File: src/hdl/rau_pkg.sv
// Shared types and constants for the rational arithmetic unit.
package rau_pkg;

    localparam int DATA_W = 32;
    localparam int DEN_W  = 31;
    localparam int CNT_W  = 5;

    typedef enum logic [2:0] {
        MODE_ADD  = 3'd0,
        MODE_SUB  = 3'd1,
        MODE_MUL  = 3'd2,
        MODE_DIV  = 3'd3,
        MODE_CMP  = 3'd4,
        MODE_NORM = 3'd5
    } mode_t;

    typedef struct packed {
        logic [2:0]               mode;
        logic signed [DATA_W-1:0] a_num;
        logic signed [DATA_W-1:0] a_den;
        logic signed [DATA_W-1:0] b_num;
        logic [DEN_W-1:0]         b_den;
    } rau_req_t;

    typedef struct packed {
        logic signed [DATA_W-1:0] result_num;
        logic [DEN_W-1:0]         result_den;
        logic                     is_equal;
        logic                     is_less;
        logic                     is_greater;
    } rau_rsp_t;

endpackage

File: src/hdl/rau_stream_if.sv
// Valid/ready channel carrying one request or response payload.
interface rau_stream_if #(
    parameter type payload_t = logic
);
    logic     valid;
    logic     ready;
    payload_t payload;

    modport source (output valid, output payload, input ready);
    modport sink   (input valid, input payload, output ready);
endinterface

File: src/hdl/rational_arithmetic_unit.sv
// Rational arithmetic unit: one shared gcd, divider and multiplier under a sequencer.
// Infinity/zero special cases and unused modes give the result in the cycle after accept.
// Add, subtract, compare: one binary gcd, then two restoring divides and three multiplies;
// multiply and divide run two gcds, four divides and two multiplies; normalize runs one gcd
// and two divides.
// Throughput: one request at a time, set by the shared gcd and divider; a new request is taken
// in the cycle its predecessor's response is taken. rst_n clears control and output valid.
module rational_arithmetic_unit
    import rau_pkg::*;
(
    input  logic         clk,
    input  logic         rst_n,
    rau_stream_if.sink   req,
    rau_stream_if.source rsp
);

    typedef enum logic [2:0] {
        S_IDLE, S_GLOAD, S_GCD, S_DLOAD, S_DIV, S_MUL, S_FIN, S_DONE
    } state_t;

    localparam logic [DATA_W-1:0] ONE       = DATA_W'(1);
    localparam logic [DATA_W-1:0] MINUS_ONE = '1;
    localparam logic [DATA_W-1:0] ZERO      = '0;

    function automatic logic [DATA_W-1:0] neg(input logic [DATA_W-1:0] x);
        neg = ~x + ONE;
    endfunction

    function automatic logic [DATA_W-1:0] mag(input logic [DATA_W-1:0] x);
        mag = x[DATA_W-1] ? neg(x) : x;
    endfunction

    // control state
    state_t             state_reg, state_next;
    logic [2:0]         mode_reg, mode_next;
    logic [1:0]         idx_reg, idx_next;
    logic [CNT_W-1:0]   cnt_reg, cnt_next;
    logic               valid_reg, valid_next;
    logic [DATA_W-1:0]  rn_reg, rn_next;
    logic [DEN_W-1:0]   rd_reg, rd_next;
    logic               eq_reg, eq_next;
    logic               lt_reg, lt_next;
    logic               gt_reg, gt_next;

    // datapath
    logic [DATA_W-1:0]  op0_reg, op1_reg, op2_reg, op3_reg;
    logic [DATA_W-1:0]  op0_next, op1_next, op2_next, op3_next;
    logic [DATA_W-1:0]  q0_reg, q1_reg, q2_reg, q3_reg;
    logic [DATA_W-1:0]  q0_next, q1_next, q2_next, q3_next;
    logic [DATA_W-1:0]  g0_reg, g1_reg, g0_next, g1_next;
    logic [DATA_W-1:0]  p0_reg, p1_reg, p2_reg, p0_next, p1_next, p2_next;
    logic [DATA_W-1:0]  u_reg, v_reg, u_next, v_next;
    logic [CNT_W-1:0]   k_reg, k_next;
    logic [DATA_W-1:0]  rem_reg, quo_reg, rem_next, quo_next;
    logic               cmp_eq_reg, cmp_eq_next;
    logic               bneg_reg, bneg_next;

    // request decode
    logic [DATA_W-1:0]  an, ad, bn, bd;
    logic               a_pos, b_pos;
    logic [DATA_W-1:0]  su;
    logic               spec_hit;
    logic [DATA_W-1:0]  spec_num;
    logic               in_eq;
    logic               accept;

    // shared units
    logic [DATA_W-1:0]  sel_op, divisor, mul_a, mul_b, mul_out, g_val;
    logic               gcd_done;
    logic [DATA_W:0]    rem_sh, diff;
    logic               ge;
    logic               mul_family, is_last_gcd, is_last_div, is_last_mul;
    logic [DATA_W-1:0]  fin_num, fin_den;

    assign req.ready   = (state_reg == S_IDLE) || (state_reg == S_DONE && rsp.ready);
    assign accept      = req.valid && req.ready;
    assign rsp.valid   = valid_reg;
    assign rsp.payload = '{result_num: rn_reg, result_den: rd_reg,
                           is_equal: eq_reg, is_less: lt_reg, is_greater: gt_reg};

    assign an    = req.payload.a_num;
    assign ad    = req.payload.a_den;
    assign bn    = req.payload.b_num;
    assign bd    = {1'b0, req.payload.b_den};
    assign a_pos = (an != ZERO) && !an[DATA_W-1];
    assign b_pos = (bn != ZERO) && !bn[DATA_W-1];
    assign su    = (a_pos == b_pos) ? ONE : MINUS_ONE;

    // equal: same-signed infinities, or bit-equal fields
    assign in_eq = ((ad == ZERO) && (bd == ZERO) &&
                    ((an[DATA_W-1] && bn[DATA_W-1]) || (a_pos && b_pos)))
                   || ((an == bn) && (ad == bd));

    // infinity/zero rules and unused modes that bypass the arithmetic
    always_comb
    begin
        spec_hit = 1'b0;
        spec_num = ZERO;
        case (req.payload.mode)
            MODE_ADD, MODE_SUB, MODE_CMP:
            begin
                if (ad == ZERO)
                begin
                    spec_hit = 1'b1;
                    spec_num = an;
                end
                else if (bd == ZERO)
                begin
                    spec_hit = 1'b1;
                    spec_num = (req.payload.mode == MODE_ADD) ? bn : neg(bn);
                end
            end
            MODE_MUL:
            begin
                if (ad == ZERO)
                begin
                    spec_hit = 1'b1;
                    spec_num = (an == ZERO || bn == ZERO) ? ZERO : su;
                end
                else if (bd == ZERO)
                begin
                    spec_hit = 1'b1;
                    spec_num = su;
                end
            end
            MODE_DIV:
            begin
                if (ad == ZERO)
                begin
                    spec_hit = 1'b1;
                    spec_num = (an == ZERO || bd == ZERO) ? ZERO : su;
                end
                else if (bn == ZERO)
                begin
                    spec_hit = 1'b1;
                    spec_num = a_pos ? ONE : (an[DATA_W-1] ? MINUS_ONE : ZERO);
                end
            end
            MODE_NORM: spec_hit = 1'b0;
            default:   spec_hit = 1'b1;
        endcase
    end

    // sequencing limits per mode
    assign mul_family  = (mode_reg == MODE_MUL) || (mode_reg == MODE_DIV);
    assign is_last_gcd = mul_family ? (idx_reg == 2'd1) : (idx_reg == 2'd0);
    assign is_last_div = mul_family ? (idx_reg == 2'd3) : (idx_reg == 2'd1);
    assign is_last_mul = mul_family ? (idx_reg == 2'd1) : (idx_reg == 2'd2);

    always_comb
    begin
        case (idx_reg)
            2'd0:    sel_op = op0_reg;
            2'd1:    sel_op = op1_reg;
            2'd2:    sel_op = op2_reg;
            default: sel_op = op3_reg;
        endcase
    end

    assign divisor = idx_reg[1] ? g1_reg : g0_reg;

    // binary gcd step
    always_comb
    begin
        gcd_done = 1'b0;
        g_val    = ZERO;
        u_next   = u_reg;
        v_next   = v_reg;
        k_next   = k_reg;
        if (v_reg == ZERO)
        begin
            gcd_done = 1'b1;
            g_val    = (u_reg == ZERO) ? ONE : (u_reg << k_reg);
        end
        else if (u_reg == ZERO)
        begin
            gcd_done = 1'b1;
            g_val    = v_reg << k_reg;
        end
        else if (!u_reg[0] && !v_reg[0])
        begin
            u_next = u_reg >> 1;
            v_next = v_reg >> 1;
            k_next = k_reg + 1'b1;
        end
        else if (!u_reg[0])
            u_next = u_reg >> 1;
        else if (!v_reg[0])
            v_next = v_reg >> 1;
        else if (u_reg >= v_reg)
            u_next = u_reg - v_reg;
        else
            v_next = v_reg - u_reg;
    end

    // restoring divider step
    assign rem_sh = {rem_reg, quo_reg[DATA_W-1]};
    assign diff   = rem_sh - {1'b0, divisor};
    assign ge     = !diff[DATA_W];

    // shared multiplier operand select
    always_comb
    begin
        mul_a = q0_reg;
        mul_b = q2_reg;
        case (mode_reg)
            MODE_MUL:
            begin
                mul_a = idx_reg[0] ? q3_reg : q0_reg;
                mul_b = idx_reg[0] ? q1_reg : q2_reg;
            end
            MODE_DIV:
            begin
                mul_a = idx_reg[0] ? q3_reg : q0_reg;
                if (idx_reg[0])
                    mul_b = bneg_reg ? neg(q1_reg) : q1_reg;
                else
                    mul_b = bneg_reg ? neg(q2_reg) : q2_reg;
            end
            default:
            begin
                case (idx_reg)
                    2'd0:    begin mul_a = op2_reg; mul_b = q1_reg; end
                    2'd1:    begin mul_a = op3_reg; mul_b = q0_reg; end
                    default: begin mul_a = op0_reg; mul_b = q1_reg; end
                endcase
            end
        endcase
    end

    assign mul_out = mul_a * mul_b;

    always_comb
    begin
        case (mode_reg)
            MODE_ADD:           begin fin_num = p0_reg + p1_reg; fin_den = p2_reg; end
            MODE_SUB, MODE_CMP: begin fin_num = p0_reg - p1_reg; fin_den = p2_reg; end
            MODE_MUL, MODE_DIV: begin fin_num = p0_reg;          fin_den = p1_reg; end
            default:            begin fin_num = q0_reg;          fin_den = q1_reg; end
        endcase
    end

    // sequencer
    always_comb
    begin
        state_next  = state_reg;
        mode_next   = mode_reg;
        idx_next    = idx_reg;
        cnt_next    = cnt_reg;
        valid_next  = valid_reg;
        rn_next     = rn_reg;
        rd_next     = rd_reg;
        eq_next     = eq_reg;
        lt_next     = lt_reg;
        gt_next     = gt_reg;
        op0_next    = op0_reg;
        op1_next    = op1_reg;
        op2_next    = op2_reg;
        op3_next    = op3_reg;
        q0_next     = q0_reg;
        q1_next     = q1_reg;
        q2_next     = q2_reg;
        q3_next     = q3_reg;
        g0_next     = g0_reg;
        g1_next     = g1_reg;
        p0_next     = p0_reg;
        p1_next     = p1_reg;
        p2_next     = p2_reg;
        rem_next    = rem_reg;
        quo_next    = quo_reg;
        cmp_eq_next = cmp_eq_reg;
        bneg_next   = bneg_reg;

        if (state_reg == S_DONE && rsp.ready)
        begin
            valid_next = 1'b0;
            state_next = S_IDLE;
        end

        case (state_reg)
            S_GLOAD:
            begin
                state_next = S_GCD;
            end
            S_GCD:
            begin
                if (gcd_done)
                begin
                    if (idx_reg[0])
                        g1_next = g_val;
                    else
                        g0_next = g_val;
                    if (is_last_gcd)
                    begin
                        idx_next   = 2'd0;
                        state_next = S_DLOAD;
                    end
                    else
                    begin
                        idx_next   = idx_reg + 1'b1;
                        state_next = S_GLOAD;
                    end
                end
            end
            S_DLOAD:
            begin
                quo_next   = mag(sel_op);
                rem_next   = ZERO;
                cnt_next   = '0;
                state_next = S_DIV;
            end
            S_DIV:
            begin
                rem_next = ge ? diff[DATA_W-1:0] : rem_sh[DATA_W-1:0];
                quo_next = {quo_reg[DATA_W-2:0], ge};
                cnt_next = cnt_reg + 1'b1;
                if (cnt_reg == '1)
                begin
                    case (idx_reg)
                        2'd0:    q0_next = sel_op[DATA_W-1] ? neg(quo_next) : quo_next;
                        2'd1:    q1_next = sel_op[DATA_W-1] ? neg(quo_next) : quo_next;
                        2'd2:    q2_next = sel_op[DATA_W-1] ? neg(quo_next) : quo_next;
                        default: q3_next = sel_op[DATA_W-1] ? neg(quo_next) : quo_next;
                    endcase
                    if (is_last_div)
                    begin
                        idx_next   = 2'd0;
                        state_next = (mode_reg == MODE_NORM) ? S_FIN : S_MUL;
                    end
                    else
                    begin
                        idx_next   = idx_reg + 1'b1;
                        state_next = S_DLOAD;
                    end
                end
            end
            S_MUL:
            begin
                case (idx_reg)
                    2'd0:    p0_next = mul_out;
                    2'd1:    p1_next = mul_out;
                    default: p2_next = mul_out;
                endcase
                if (is_last_mul)
                    state_next = S_FIN;
                else
                    idx_next = idx_reg + 1'b1;
            end
            S_FIN:
            begin
                rn_next    = fin_num;
                rd_next    = fin_den[DEN_W-1:0];
                eq_next    = (mode_reg == MODE_CMP) && cmp_eq_reg;
                lt_next    = (mode_reg == MODE_CMP) && fin_num[DATA_W-1];
                gt_next    = (mode_reg == MODE_CMP) && (fin_num != ZERO)
                             && !fin_num[DATA_W-1];
                valid_next = 1'b1;
                state_next = S_DONE;
            end
            default:
            begin
            end
        endcase

        if (accept)
        begin
            mode_next   = req.payload.mode;
            cmp_eq_next = in_eq;
            bneg_next   = bn[DATA_W-1];
            idx_next    = 2'd0;
            case (req.payload.mode)
                MODE_MUL:
                begin
                    op0_next = an; op1_next = bd; op2_next = bn; op3_next = ad;
                end
                MODE_DIV:
                begin
                    op0_next = an; op1_next = bn; op2_next = bd; op3_next = ad;
                end
                MODE_NORM:
                begin
                    op0_next = ad[DATA_W-1] ? neg(an) : an;
                    op1_next = ad[DATA_W-1] ? neg(ad) : ad;
                    op2_next = an; op3_next = ad;
                end
                default:
                begin
                    op0_next = ad; op1_next = bd; op2_next = an; op3_next = bn;
                end
            endcase
            if (spec_hit)
            begin
                rn_next    = spec_num;
                rd_next    = '0;
                eq_next    = (req.payload.mode == MODE_CMP) && in_eq;
                lt_next    = (req.payload.mode == MODE_CMP) && spec_num[DATA_W-1];
                gt_next    = (req.payload.mode == MODE_CMP) && (spec_num != ZERO)
                             && !spec_num[DATA_W-1];
                valid_next = 1'b1;
                state_next = S_DONE;
            end
            else
            begin
                valid_next = 1'b0;
                state_next = S_GLOAD;
            end
        end
    end

    // gcd operands load from the selected operand pair
    logic [DATA_W-1:0] gl_u, gl_v;
    assign gl_u = idx_reg[0] ? mag(op2_reg) : mag(op0_reg);
    assign gl_v = idx_reg[0] ? mag(op3_reg) : mag(op1_reg);

    always_ff @(posedge clk or negedge rst_n)
    begin
        if (!rst_n)
        begin
            state_reg <= S_IDLE;
            mode_reg  <= '0;
            idx_reg   <= '0;
            cnt_reg   <= '0;
            valid_reg <= 1'b0;
            rn_reg    <= '0;
            rd_reg    <= '0;
            eq_reg    <= 1'b0;
            lt_reg    <= 1'b0;
            gt_reg    <= 1'b0;
        end
        else
        begin
            state_reg <= state_next;
            mode_reg  <= mode_next;
            idx_reg   <= idx_next;
            cnt_reg   <= cnt_next;
            valid_reg <= valid_next;
            rn_reg    <= rn_next;
            rd_reg    <= rd_next;
            eq_reg    <= eq_next;
            lt_reg    <= lt_next;
            gt_reg    <= gt_next;
        end
    end

    always_ff @(posedge clk)
    begin
        op0_reg    <= op0_next;
        op1_reg    <= op1_next;
        op2_reg    <= op2_next;
        op3_reg    <= op3_next;
        q0_reg     <= q0_next;
        q1_reg     <= q1_next;
        q2_reg     <= q2_next;
        q3_reg     <= q3_next;
        g0_reg     <= g0_next;
        g1_reg     <= g1_next;
        p0_reg     <= p0_next;
        p1_reg     <= p1_next;
        p2_reg     <= p2_next;
        rem_reg    <= rem_next;
        quo_reg    <= quo_next;
        cmp_eq_reg <= cmp_eq_next;
        bneg_reg   <= bneg_next;
        if (state_reg == S_GLOAD)
        begin
            u_reg <= gl_u;
            v_reg <= gl_v;
            k_reg <= '0;
        end
        else
        begin
            u_reg <= u_next;
            v_reg <= v_next;
            k_reg <= k_next;
        end
    end

    // flags only ever come out of a compare request
    assert property (@(posedge clk) disable iff (!rst_n)
        valid_reg && (mode_reg != MODE_CMP) |-> !(eq_reg || lt_reg || gt_reg))
        else $error("compare flags set outside compare");

    assert property (@(posedge clk) disable iff (!rst_n)
        valid_reg |-> !(lt_reg && gt_reg))
        else $error("less and greater both set");

    // a gcd is never zero, so the divider never sees a zero divisor
    assert property (@(posedge clk) disable iff (!rst_n)
        (state_reg == S_DIV) |-> (divisor != ZERO))
        else $error("divide by zero gcd");

    // no response is shown while the units are still working
    assert property (@(posedge clk) disable iff (!rst_n)
        (state_reg != S_DONE) |-> !valid_reg)
        else $error("response valid outside done");

endmodule

File: src/flat_wrapper.sv
// flat-port wrapper written by rule: the top's interface ports become plain ports
module rational_arithmetic_unit_flat import rau_pkg::*;
  (clk, rst_n, req_valid, req_payload, req_ready, rsp_valid, rsp_payload, rsp_ready);
  rau_stream_if #(.payload_t(rau_req_t)) req_i ();
  rau_stream_if #(.payload_t(rau_rsp_t)) rsp_i ();
  input  logic clk;
  input  logic rst_n;
  input wire logic [$bits(req_i.valid)-1:0] req_valid;
  input wire logic [$bits(req_i.payload)-1:0] req_payload;
  output wire logic [$bits(req_i.ready)-1:0] req_ready;
  output wire logic [$bits(rsp_i.valid)-1:0] rsp_valid;
  output wire logic [$bits(rsp_i.payload)-1:0] rsp_payload;
  input wire logic [$bits(rsp_i.ready)-1:0] rsp_ready;
  assign req_i.valid = req_valid;
  assign req_i.payload = req_payload;
  assign req_ready = req_i.ready;
  assign rsp_valid = rsp_i.valid;
  assign rsp_payload = rsp_i.payload;
  assign rsp_i.ready = rsp_ready;
  rational_arithmetic_unit u_core (.clk(clk), .rst_n(rst_n), .req(req_i), .rsp(rsp_i));
endmodule
File: config.mk
export PLATFORM = sky130hd
export DESIGN_NAME = rational_arithmetic_unit_flat
export DESIGN_NICKNAME = d
export VERILOG_FILES = /design/src/hdl/rau_pkg.sv /design/src/hdl/rau_stream_if.sv /design/src/hdl/rational_arithmetic_unit.sv /design/src/flat_wrapper.sv
export SDC_FILE = /design/constraint.sdc
export NUM_CORES = 2
export LEC_CHECK = 0
export ABC_CLOCK_PERIOD_IN_PS = 18690
export BUFFER_PORTS_ARGS = -buffer_cell sky130_fd_sc_hd__buf_2
export CORE_MARGIN = 5
export CORE_UTILIZATION = 45
export CTS_BUF_LIST = sky130_fd_sc_hd__clkbuf_8 sky130_fd_sc_hd__clkbuf_16
export CTS_CLUSTER_DIAMETER = 120
export DETAILED_ROUTE_END_ITERATION = 8
export PLACE_DENSITY = 0.72
export SLEW_MARGIN = 20
export SYNTH_ARGS = -nofsm -noshare
export SYNTH_HDL_FRONTEND = slang
export SYNTH_SLANG_ARGS = --single-unit
export TNS_END_PERCENT = 100
File: constraint.sdc
create_clock -name clk -period 18.69 [get_ports clk]
set_input_delay 3.738 -clock clk [delete_from_list [all_inputs] [get_ports clk]]
set_output_delay 3.738 -clock clk [all_outputs]
set_load 0.01 [all_outputs]
==> impl_metrics.ini <==
[final_layout]
drive_gt1_share_pct = 8.462
syn2layout_area_growth_pct = 8.020
fillers = 13280
nNetsFinal = 7823

[drt]
vias = 57520
route.detailed.drc = 14
wl_um = 252200
drt-initial-drc-count = 8352
first_pass_iters = 9
vias_per_cell = 6.429
post_drt_wl_per_cell_um = 28.19
final_antenna_net_count = 0

[logic_synthesis]
synth-xor-area-share_pct = 7.376
ys_seq_elements = 630
syn_avg_cell_area_um2 = 8.959
syn-num-nets = 7910
synth_cells = 7093
synthFlopType = edfxtp_1
synth-edff-count = 545
async_reset_ff_share_pct = 12.70
syn-cell-area_mm2 = 0.06355
synth_compound_area_share_pct = 18.44
synthAdderAreaFrac_pct = 18.32
synth_top_family_by_area = compound AO/OA/AOI/OAI gates
seq_area_frac_synth_pct = 29.06
yosysUniqueCellTypes = 95
synthSimpleGateAreaFrac_pct = 15.17
ys_warn_count = 0
muxShareOfSynthArea_pct = 5.149

[worst_setup_path]
crit_path_max_incr_delay_ns = 0.88
worstSetupPathType = reg -> reg
cpMostUsedCell = xnor2_1
r2r_start = u_core.idx_reg[0]$_DFFE_PN0P_
crit_fanout = 56
cpMaxStageDelayCell = dfrtp_4
r2r-end = u_core.p0_reg[31]$_DFFE_PP_
rr_worst_depth = 30
worstPathRequired_ns = 19.11
worstPathArrival_ns = 11.28
r2r_slack_ns = 7.83
cp-end-kind = register
startpoint_type = register

[min_path]
min_path_type = reg -> reg
min_path_cells = 1
worstHoldStart = u_core.cnt_reg[3]$_DFFE_PN0N_
hold-path-endpoint = u_core.cnt_reg[3]$_DFFE_PN0N_

[outcome]
status = complete, but fails checks
failed_checks = DRC

[clock_tree]
htree_num_levels = 3
cts_tree = done
root_buffer = clkbuf_16
post_cts_buffers = 0
clock-sinks = 630
clk_latency_ns = 0.70
path_clk_slew_ns = 0.06
cts_resized = 0
hold_buffers = 0
numCtsBuffers = 74
clockBufferDepth = 3

[grt]
grt_pass1_wl_um = 367900
grt_max_degree = 97
grtUsageTotal_pct = 33.10
grt_overflow_total = 0
first_global_vias = 55520
antenna_found_initial = 15

[timing]
relSlewSlack_pct = 14.44
report.final.setup_viol = 0
fin_crit_ns = 10.86
rsz0062_at_grt = false
max_freq_mhz = 92.10
slew_viol_final = 0
fin_skew_ns = 0.03149
report.final.hold_viol_count = 0
finalSetupTns_ns = 0
layout_setup_ws_ns = 7.832
period_share_pct = 58.10
worst_pin_slew_ns = 1.267

[placement]
dp.final_hpwl_um = 190900
portBuffers = 201
gp_congestion = 1.041
preCtsSetupSlack_ns = 8.033

[floorplan]
core_area_mm2 = 0.1399
die-area_mm2 = 0.1488
ioPinCount = 202
die_h_um = 385.8
die_x_um = 385.8
fp-row-count = 137
start_util_pct = 45.43

[run]
cap_violations = 0
## synth_stat cells, drive strengths merged (16+ instances only)
master  number  area (µm²)
nand2      702        2635
nor2       614        2305
inv        607        2278
edfxtp     545       16370
o21ai      483        2417
a21oi      468        2342
fa         412        8248
clkbuf     387        1455
xnor2      313        2741
ha         271        3391
xor2       217        1901
mux2i      193        1932
nor3       126       630.6
a21o       107       803.3
a211oi      99       743.2
a221oi      95       838.3
nand2b      90       563.0
buf         86       381.6
dfrtp       80        2002
o31ai       80       605.6
nand3       75       375.4
a22oi       73       548.0
nor2b       71       444.2
nor4        64       434.2
a31oi       58       362.9
or3         57       361.6
nand4       49       306.5
and2        46       287.8
and3        46       287.8
o41ai       42       367.9
mux4        40       900.9
or4         40       311.5
mux2        39       439.2
nor3b       38       285.3
a22o        36       315.3
a222oi      32       320.3
o21a        32       240.2
o211ai      31       232.7
o22ai       25       156.4
or2         23       143.9
o21bai      19       142.6
a21boi      16       120.1
## metrics by stage
stage	cell area [µm²]	hold WS, ns	instances	utilization, %
floorplan	63550	0.4429	7093	-
detailed placement	66090	0.4900	8805	47.25
finish	68640	0.4984	8947	49.07
CTS	68620	0.4998	8942	49.06
global placement	66080	0.4653	8805	47.24
global route	68630	0.5177	8943	49.07
## layout make-up
class | instances | area (µm²) | area share, %
Sequential cell | 630 | 18480 | 26.92
Inverter | 609 | 2288 | 3.334
Timing Repair Buffer | 310 | 1827 | 2.661
Clock buffer | 74 | 1852 | 2.698
Clock inverter | 63 | 685.7 | 0.9989
Multi-Input combinational cell | 5381 | 41150 | 59.95
Antenna cell | 4 | 10.01 | 0.01458
Tap cell | 1876 | 2347 | 3.420
## worst max-delay path, delay by kind of cell, from the launching register on
kind	cells	cell delay, ns
AO/OA/AOI/OAI	2	1.00
XOR/XNOR	13	2.49
adder cells (fa/ha/maj)	9	4.49
buffers and inverters	4	0.98
flip-flops	1	0.88
AND/OR/NAND/NOR	2	0.67
## logic make-up (layout without fill, tap and decap cells)
| logic type | count (synthesis) | in the layout |
|---|---|---|
| and+or+nand+nor | 2071 | 2071 |
| buffers and inverters | 1082 | 1056 |
| xor gates and xnor gates | 532 | 532 |
| DFF | 630 | 630 |
| adders and majority gates | 683 | 683 |
| muxes | 272 | 272 |
| other | 0 | 4 |
| AOI/OAI and AO/OA | 1823 | 1823 |
## worst max path at each step
stage	startpoint	to	slack, ns
final	u_core.idx_reg[0]$_DFFE_PN0P_	u_core.p0_reg[31]$_DFFE_PP_	7.83
after global routing	u_core.idx_reg[0]$_DFFE_PN0P_	u_core.p2_reg[30]$_DFFE_PP_	7.41
after CTS	u_core.idx_reg[0]$_DFFE_PN0P_	u_core.p0_reg[31]$_DFFE_PP_	7.98
after detailed placement	u_core.idx_reg[0]$_DFFE_PN0P_	u_core.p0_reg[31]$_DFFE_PP_	8.03
after global placement	u_core.idx_reg[0]$_DFFE_PN0P_	u_core.p0_reg[31]$_DFFE_PP_	7.96
after floorplan	u_core.idx_reg[0]$_DFFE_PN0P_	u_core.p0_reg[31]$_DFFE_PP_	9.04
## layer usage
metal / vias to the layer above / global-route usage (%) / routed length, µm
li1: 24920 / - / -
met1: 28080 / 45.12 / 98110
met2: 3816 / 49.09 / 107000
met3: 690 / 7.941 / 31330
met4: 20 / 16.98 / 15640
met5: - / 0 / 118
## layout by cell type, fill, tap and decap left out, types with 192 or more instances in the layout
master    netlist  final
ha_1          271    269
buf_2          23    200
o21ai_0       472    470
mux2i_1       193    192
fa_1          412    412
xnor2_1       313    313
nor2_1        614    605
edfxtp_1      545    545
nand2_1       702    701
xor2_1        217    217
inv_1         606    617
a21oi_1       468    465
Power is not shown: default switching activity piles up to over one toggle a cycle in this logic, so the estimate is an artifact.
